<file path="src/spq_pkg.sv">
package spq_pkg;

  localparam int DEPTH     = 16;
  localparam int TAG_BITS  = 8;
  localparam int PRIO_BITS = 16;
  localparam int POS_BITS  = $clog2(DEPTH);
  localparam int CNT_BITS  = $clog2(DEPTH + 1);

  localparam logic [1:0] OP_INSERT = 2'd0;
  localparam logic [1:0] OP_REPRIO = 2'd1;
  localparam logic [1:0] OP_REMOVE = 2'd2;

  localparam logic [1:0] ST_OK        = 2'd0;
  localparam logic [1:0] ST_FULL      = 2'd1;
  localparam logic [1:0] ST_NOT_FOUND = 2'd2;
  localparam logic [1:0] ST_DUP       = 2'd3;

  typedef struct packed {
    logic [1:0]           op;
    logic [TAG_BITS-1:0]  item_tag;
    logic [PRIO_BITS-1:0] priority_req;
  } cmd_t;

  typedef struct packed {
    logic [1:0]          status;
    logic                moved;
    logic [POS_BITS-1:0] position;
    logic [CNT_BITS-1:0] entry_count;
  } rsp_t;

  typedef struct packed {
    logic [TAG_BITS-1:0]  tag;
    logic [PRIO_BITS-1:0] prio;
  } entry_t;

endpackage

</file>
<file path="src/sorted_priority_queue.sv">
// Sorted priority queue: holds up to DEPTH tags in one slot memory, ordered by
// descending priority (slot 0 is the head; equal priorities keep arrival
// order). A command word is taken when start is high and busy is low; the
// block then stays busy until its result word appears on result for exactly
// one cycle with done high. The receiver cannot stall: capture result on
// every done. Each command makes one pass over the slot memory (one read per
// cycle, read data registered) to look for the tag, collect its neighbors'
// order and count the entries that sort ahead; then, when entries have to
// slide, a prime step and a step for each slid entry, and, except for a
// remove, a write of the new entry. The longest command is a reprioritize
// that carries the tail of a full queue to the head; errors finish right
// after the pass, and in-place updates add only the write. The single read
// and single write port of the slot memory make entries slide one at a time.
// After reset the queue is empty; a slot that holds no entry may be read, but
// that data is never used.
module sorted_priority_queue
  import spq_pkg::*;
(
  input  logic clk,
  input  logic rst,
  input  logic start,
  input  cmd_t cmd,
  output logic busy,
  output logic done,
  output rsp_t result
);

  localparam logic [2:0] S_IDLE   = 3'd0;
  localparam logic [2:0] S_SCAN   = 3'd1;
  localparam logic [2:0] S_DECIDE = 3'd2;
  localparam logic [2:0] S_PRIME  = 3'd3;
  localparam logic [2:0] S_SHIFT  = 3'd4;
  localparam logic [2:0] S_FINAL  = 3'd5;

  // Slot memory: one write port, one registered read port.
  entry_t mem [DEPTH];
  entry_t rdata;
  logic   we;
  logic [POS_BITS-1:0] waddr;
  entry_t wdata;
  logic [POS_BITS-1:0] rd_addr;

  logic [2:0]           st;
  cmd_t                 cmd_r;
  logic [CNT_BITS-1:0]  occ;
  logic [CNT_BITS-1:0]  cnt;
  logic [CNT_BITS-1:0]  ge_cnt;
  logic                 found;
  logic [POS_BITS-1:0]  idx;
  logic                 just_found;
  logic                 up_cond;
  logic                 down_cond;
  logic [PRIO_BITS-1:0] last_prio;
  logic [POS_BITS-1:0]  dst;
  logic [POS_BITS-1:0]  last;
  logic                 dir_up;
  logic                 do_final;
  logic [POS_BITS-1:0]  final_pos;

  // Scan helpers: rdata holds entry cnt-1 while cnt is nonzero.
  logic                hit;
  logic [POS_BITS-1:0] scan_j;
  logic [POS_BITS-1:0] dst_next;
  logic [POS_BITS-1:0] ins_pos;

  assign hit      = (rdata.tag == cmd_r.item_tag);
  assign scan_j   = POS_BITS'(cnt - CNT_BITS'(1));
  assign dst_next = dir_up ? (dst - POS_BITS'(1)) : (dst + POS_BITS'(1));
  assign ins_pos  = ge_cnt[POS_BITS-1:0];
  assign busy     = (st != S_IDLE);

  always_ff @(posedge clk) begin
    if (we) begin
      mem[waddr] <= wdata;
    end
    rdata <= mem[rd_addr];
  end

  // Memory port steering.
  always_comb begin
    rd_addr = cnt[POS_BITS-1:0];
    we      = 1'b0;
    waddr   = dst;
    wdata   = rdata;
    unique case (st)
      S_PRIME: begin
        rd_addr = dir_up ? (dst - POS_BITS'(1)) : (dst + POS_BITS'(1));
      end
      S_SHIFT: begin
        we      = 1'b1;
        rd_addr = dir_up ? (dst_next - POS_BITS'(1)) : (dst_next + POS_BITS'(1));
      end
      S_FINAL: begin
        we    = 1'b1;
        waddr = final_pos;
        wdata = '{tag: cmd_r.item_tag, prio: cmd_r.priority_req};
      end
      default: begin
      end
    endcase
  end

  always_ff @(posedge clk) begin
    if (rst) begin
      st   <= S_IDLE;
      occ  <= '0;
      done <= 1'b0;
    end else begin
      done <= 1'b0;
      unique case (st)
        S_IDLE: begin
          if (start) begin
            cmd_r      <= cmd;
            cnt        <= '0;
            ge_cnt     <= '0;
            found      <= 1'b0;
            just_found <= 1'b0;
            up_cond    <= 1'b0;
            down_cond  <= 1'b0;
            st         <= S_SCAN;
          end
        end

        S_SCAN: begin
          if (cnt != '0) begin
            // Evaluate entry cnt-1.
            just_found <= hit;
            last_prio  <= rdata.prio;
            if (hit) begin
              found   <= 1'b1;
              idx     <= scan_j;
              up_cond <= (cnt != CNT_BITS'(1)) && (cmd_r.priority_req > last_prio);
            end else if (rdata.prio >= cmd_r.priority_req) begin
              ge_cnt <= ge_cnt + CNT_BITS'(1);
            end
            if (just_found) begin
              down_cond <= (cmd_r.priority_req < rdata.prio);
            end
          end
          if (cnt == occ) begin
            st <= S_DECIDE;
          end else begin
            cnt <= cnt + CNT_BITS'(1);
          end
        end

        S_DECIDE: begin
          result.status      <= ST_OK;
          result.moved       <= 1'b0;
          result.position    <= '0;
          result.entry_count <= occ;
          do_final           <= 1'b0;
          st                 <= S_IDLE;
          done               <= 1'b1;
          unique case (cmd_r.op)
            OP_INSERT: begin
              if (found) begin
                result.status <= ST_DUP;
              end else if (occ == CNT_BITS'(DEPTH)) begin
                result.status <= ST_FULL;
              end else begin
                // Slide entries ins_pos..occ-1 up one slot, then write.
                result.position    <= ins_pos;
                result.entry_count <= occ + CNT_BITS'(1);
                occ                <= occ + CNT_BITS'(1);
                final_pos          <= ins_pos;
                do_final           <= 1'b1;
                done               <= 1'b0;
                dst                <= occ[POS_BITS-1:0];
                last               <= ins_pos + POS_BITS'(1);
                dir_up             <= 1'b1;
                st                 <= (ge_cnt < occ) ? S_PRIME : S_FINAL;
              end
            end
            OP_REMOVE: begin
              if (!found) begin
                result.status <= ST_NOT_FOUND;
              end else begin
                result.position    <= idx;
                result.entry_count <= occ - CNT_BITS'(1);
                occ                <= occ - CNT_BITS'(1);
                dst                <= idx;
                last               <= POS_BITS'(occ - CNT_BITS'(2));
                dir_up             <= 1'b0;
                if (CNT_BITS'(idx) + CNT_BITS'(1) < occ) begin
                  done <= 1'b0;
                  st   <= S_PRIME;
                end
              end
            end
            OP_REPRIO: begin
              if (!found) begin
                result.status <= ST_NOT_FOUND;
              end else begin
                done      <= 1'b0;
                do_final  <= 1'b1;
                dst       <= idx;
                if (up_cond) begin
                  result.moved    <= 1'b1;
                  result.position <= ins_pos;
                  final_pos       <= ins_pos;
                  last            <= ins_pos + POS_BITS'(1);
                  dir_up          <= 1'b1;
                  st              <= S_PRIME;
                end else if (down_cond) begin
                  result.moved    <= 1'b1;
                  result.position <= ins_pos;
                  final_pos       <= ins_pos;
                  last            <= ins_pos - POS_BITS'(1);
                  dir_up          <= 1'b0;
                  st              <= S_PRIME;
                end else begin
                  // Order holds: rewrite the priority in place.
                  result.position <= idx;
                  final_pos       <= idx;
                  st              <= S_FINAL;
                end
              end
            end
            default: begin
            end
          endcase
        end

        S_PRIME: begin
          st <= S_SHIFT;
        end

        S_SHIFT: begin
          if (dst == last) begin
            if (do_final) begin
              st <= S_FINAL;
            end else begin
              st   <= S_IDLE;
              done <= 1'b1;
            end
          end else begin
            dst <= dst_next;
          end
        end

        S_FINAL: begin
          st   <= S_IDLE;
          done <= 1'b1;
        end

        default: begin
          st <= S_IDLE;
        end
      endcase
    end
  end

  // The result word is delivered as the sequencer returns to idle.
  a_done_idle: assert property (@(posedge clk) disable iff (rst) done |-> !busy)
    else $error("done raised while busy");

  a_accept_busy: assert property (@(posedge clk) disable iff (rst)
    (start && !busy) |=> busy)
    else $error("accepted word did not make the block busy");

  a_occ_range: assert property (@(posedge clk) disable iff (rst)
    occ <= CNT_BITS'(DEPTH))
    else $error("occupancy beyond depth");

  a_err_clean: assert property (@(posedge clk) disable iff (rst)
    (done && result.status != ST_OK) |-> (!result.moved && result.position == '0))
    else $error("error result carries a position or move");

  a_moved_reprio: assert property (@(posedge clk) disable iff (rst)
    (done && result.moved) |-> (cmd_r.op == OP_REPRIO && result.status == ST_OK))
    else $error("moved flag on a command other than reprioritize");

endmodule
</file>
<file path="config.mk">
export PLATFORM = sky130hd
export DESIGN_NAME = sorted_priority_queue
export DESIGN_NICKNAME = d
export VERILOG_FILES = /design/src/spq_pkg.sv /design/src/sorted_priority_queue.sv
export SDC_FILE = /design/constraint.sdc
export NUM_CORES = 1
export LEC_CHECK = 0
export ABC_CLOCK_PERIOD_IN_PS = 7700
export BUFFER_PORTS_ARGS = -buffer_cell sky130_fd_sc_hd__buf_4
export CORE_ASPECT_RATIO = 1.5
export CORE_MARGIN = 1.5
export CORE_UTILIZATION = 60
export CTS_BUF_LIST = sky130_fd_sc_hd__clkbuf_16
export CTS_CLUSTER_DIAMETER = 60
export DETAILED_ROUTE_END_ITERATION = 6
export HOLD_SLACK_MARGIN = 0.02
export PLACE_DENSITY = 0.82
export REMOVE_ABC_BUFFERS = 1
export SLEW_MARGIN = 20
export SYNTH_ARGS = -nofsm -noshare
export SYNTH_HDL_FRONTEND = slang
export SYNTH_SLANG_ARGS = --single-unit
</file>
<file path="constraint.sdc">
create_clock -name clk -period 7.7 [get_ports clk]
set_input_delay 0.385 -clock clk [delete_from_list [all_inputs] [get_ports clk]]
set_output_delay 0.385 -clock clk [all_outputs]
set_load 0.03 [all_outputs]
</file>
==> out/results.ini <==
[run_status]
status = complete, no violations

[grt]
grt_pass1_vias = 12837
grt-ovfl-total = 0
grt_pass1_wl_mm = 72.9
grt_use_total_pct = 25.9
antenna_found_initial = 0
grt_max_degree = 151

[sta]
setup_viol = 0
rsz0062_at_grt = no
fmax_mhz = 246
fin_worst_skew_ns = 0.0197
hold_violations = 0
layout_min_cycle_time_ns = 4.06
max_slew.worst_pin.slew_ns = 1.31
fin_ws_ns = 3.64
slew-limit-headroom_pct = 12.8
maxSlewViolCount = 0
post-route-period-util_pct = 52.7

[yosys]
netlist_area_um2 = 22200
ys_ff_latch = 503
synth_cell_types = 59
synth_ff_type = edfxtp_1
postSynth.asyncResetShare_pct = 0
synthesis.area_per_instance_um2 = 15.5
syn_inst = 1426
yosys_warnings = 0
seq_area_frac_synth_pct = 66.6
synth_edf_count = 470

[setup_path]
reg2reg_from = st[0]$_SDFFE_PP0P_
r2r_setup_slack_ns = 3.64
required_ns = 8.11
reg2reg_to = rdata[10]$_DFF_P_
crit_path_max_fanout = 150
path_class = reg2reg
cp-start-kind = flop
worstPathArrival_ns = 4.47
reg2regPathDepth = 7
end_kind = flop

[flow_run]
max_cap_viol_count = 0

[placement]
dp_hpwl_mm = 28.0
portBuffers = 42
postPlaceCellArea_um2 = 23100
gp_congestion = 0.917
pre_cts_slack_ns = 3.84

[clock_network]
clock_latency_ns = 0.57
cts.clk_slew.worst_paths_ns = 0.06
clockBufferDepth = 3
cts-buffers-inserted = 45
postCtsHoldBufs = 26
htreeDepth = 2
cts_resized = 0
postCtsSetupBuffers = 0
cts-root-buf = clkbuf_16
cts.sink_count = 503
cts_tree = done

[power_and_ir_drop]
swShare_pct = 25.3
p_total_mw = 6.84
p_clk_share_pct = 34.1
pwr-share-seq_pct = 49.7
switchingPower_mw = 1.73
power.internal_mw = 5.11
p_comb_share_pct = 16.2
p_leak_nw = 9.53
power_density_nw_per_um2 = 273
peakVddDrop_mv = 0.181

[floorplanning]
coreArea_um2 = 36600
start_util_pct = 60.6
rows = 86
io_pins = 43
die_y_um = 238
dieArea_um2 = 38100
die_x_um = 160

[route]
firstDrtPassIters = 5
antenna_violating_nets_post_route = 0
avgViaCountPerCell = 6.11
drc = 0
avgRoutedWirePerCell_um = 24.1
wirelength_mm = 48.5
drtIter0Drc = 1203
via_count = 12331

[layout]
area_growth_pct = 13.1
final_common_cell = edfxtp_1
stdcell_area_um2 = 25100
nNetsFinal = 1587
final_cell_mix = 470 x edfxtp_1, 367 x mux2i_1, 66 x inv_1, 59 x ha_1, 53 x buf_4
antenna_cells = 0
drive_gt1_share_pct = 12.3

[min_path]
hold_end = occ[2]$_SDFFE_PP0P_
hold_depth = 2
hold_class = in2reg
worstHoldStart = rst

[layer usage]
metal  vias to the layer above  global-route usage, %  part of all wire (%)
met1                      6132                   29.1                    37
met4                         0                   16.0                   5.7
met3                       147                   3.58                   5.6
li1                       5559                      -                     -
met2                       493                   46.5                    52
met5                         -                      0                     0
[kinds of logic after synthesis]
logic type / Yosys count / share of synthesized area [%]
xor+xnor: 39 / 1.54
buf+inv: 126 / 3.00
compound gates: 137 / 3.95
mux: 392 / 17.8
simple gates: 169 / 3.60
flops: 503 / 66.6
fa+ha+maj: 60 / 3.42
[power groups by stage]
stage / clock network (mW) / registers, mW / logic (mW)
6_report: 2.33 / 3.40 / 1.11
2_1_floorplan: 0 / 3.42 / 1.02
4_1_cts: 2.35 / 3.40 / 1.09
3_3_place_gp: 0 / 3.45 / 1.03
3_5_place_dp: 0 / 3.46 / 1.07
5_1_grt: 2.46 / 3.41 / 1.20
[stage by stage]
step | utilization (%) | instances | TNS, ns | hold WS [ns]
floorplan | - | 1356 | -118.87 | 0.425
global placement | 62.6 | 1894 | 0 | 0.438
detailed placement | 63.2 | 1903 | 0 | 0.444
CTS | 68.1 | 2011 | 0 | 0.115
global route | 68.5 | 2017 | 0 | 0.135
finish | 68.5 | 2017 | 0 | 0.141
[critical path: stages (launching register included)]
cell,delay [ns]
dfxtp_1,0.51
nor3b_4,0.68
a221o_4,0.80
buf_12,0.65
mux2i_1,0.32
mux2i_1,0.14
mux2i_1,0.23
mux2i_1,0.12
[synth_stat cells (all sizes together) (24+ instances only)]
master	instances	area (um^2)
a21oi	39	199
buf	46	363
clkbuf	24	91.3
dfxtp	33	661
edfxtp	470	14100
ha	59	738
inv	56	210
mux2	25	282
mux2i	367	3670
nand2	48	180
nor2	55	206
o21ai	30	150
[final cells by class]
class	instances	area (um^2)
sequential	503	14800
fill	2354	11500
multi-input combinational	797	6910
clock buffer	45	1130
timing repair buffer	95	1040
tap	484	606
clock inverter	37	412
inverter	56	210
[sequential cells by signal (all words and copies together), names as in the netlist]
name,cells
mem,384
cmd_r,26
rdata,24
last_prio,16
result,12
cnt,5
ge_cnt,5
occ,5
dst,4
final_pos,4
idx,4
last,4
st,3
dir_up,1
do_final,1
done,1
down_cond,1
found,1
just_found,1
up_cond,1
[worst max path at each step]
stage	end	cells past startpoint	from
finish	rdata[10]$_DFF_P_	7	st[0]$_SDFFE_PP0P_
global route	rdata[16]$_DFF_P_	7	st[2]$_SDFFE_PP0P_
CTS	rdata[10]$_DFF_P_	7	st[2]$_SDFFE_PP0P_
detailed placement	rdata[13]$_DFF_P_	7	st[0]$_SDFFE_PP0P_
global placement	rdata[13]$_DFF_P_	7	dst[0]$_DFFE_PP_
floorplan	rdata[0]$_DFF_P_	4	st[0]$_SDFFE_PP0P_
Power figures use the tool's default switching activity.
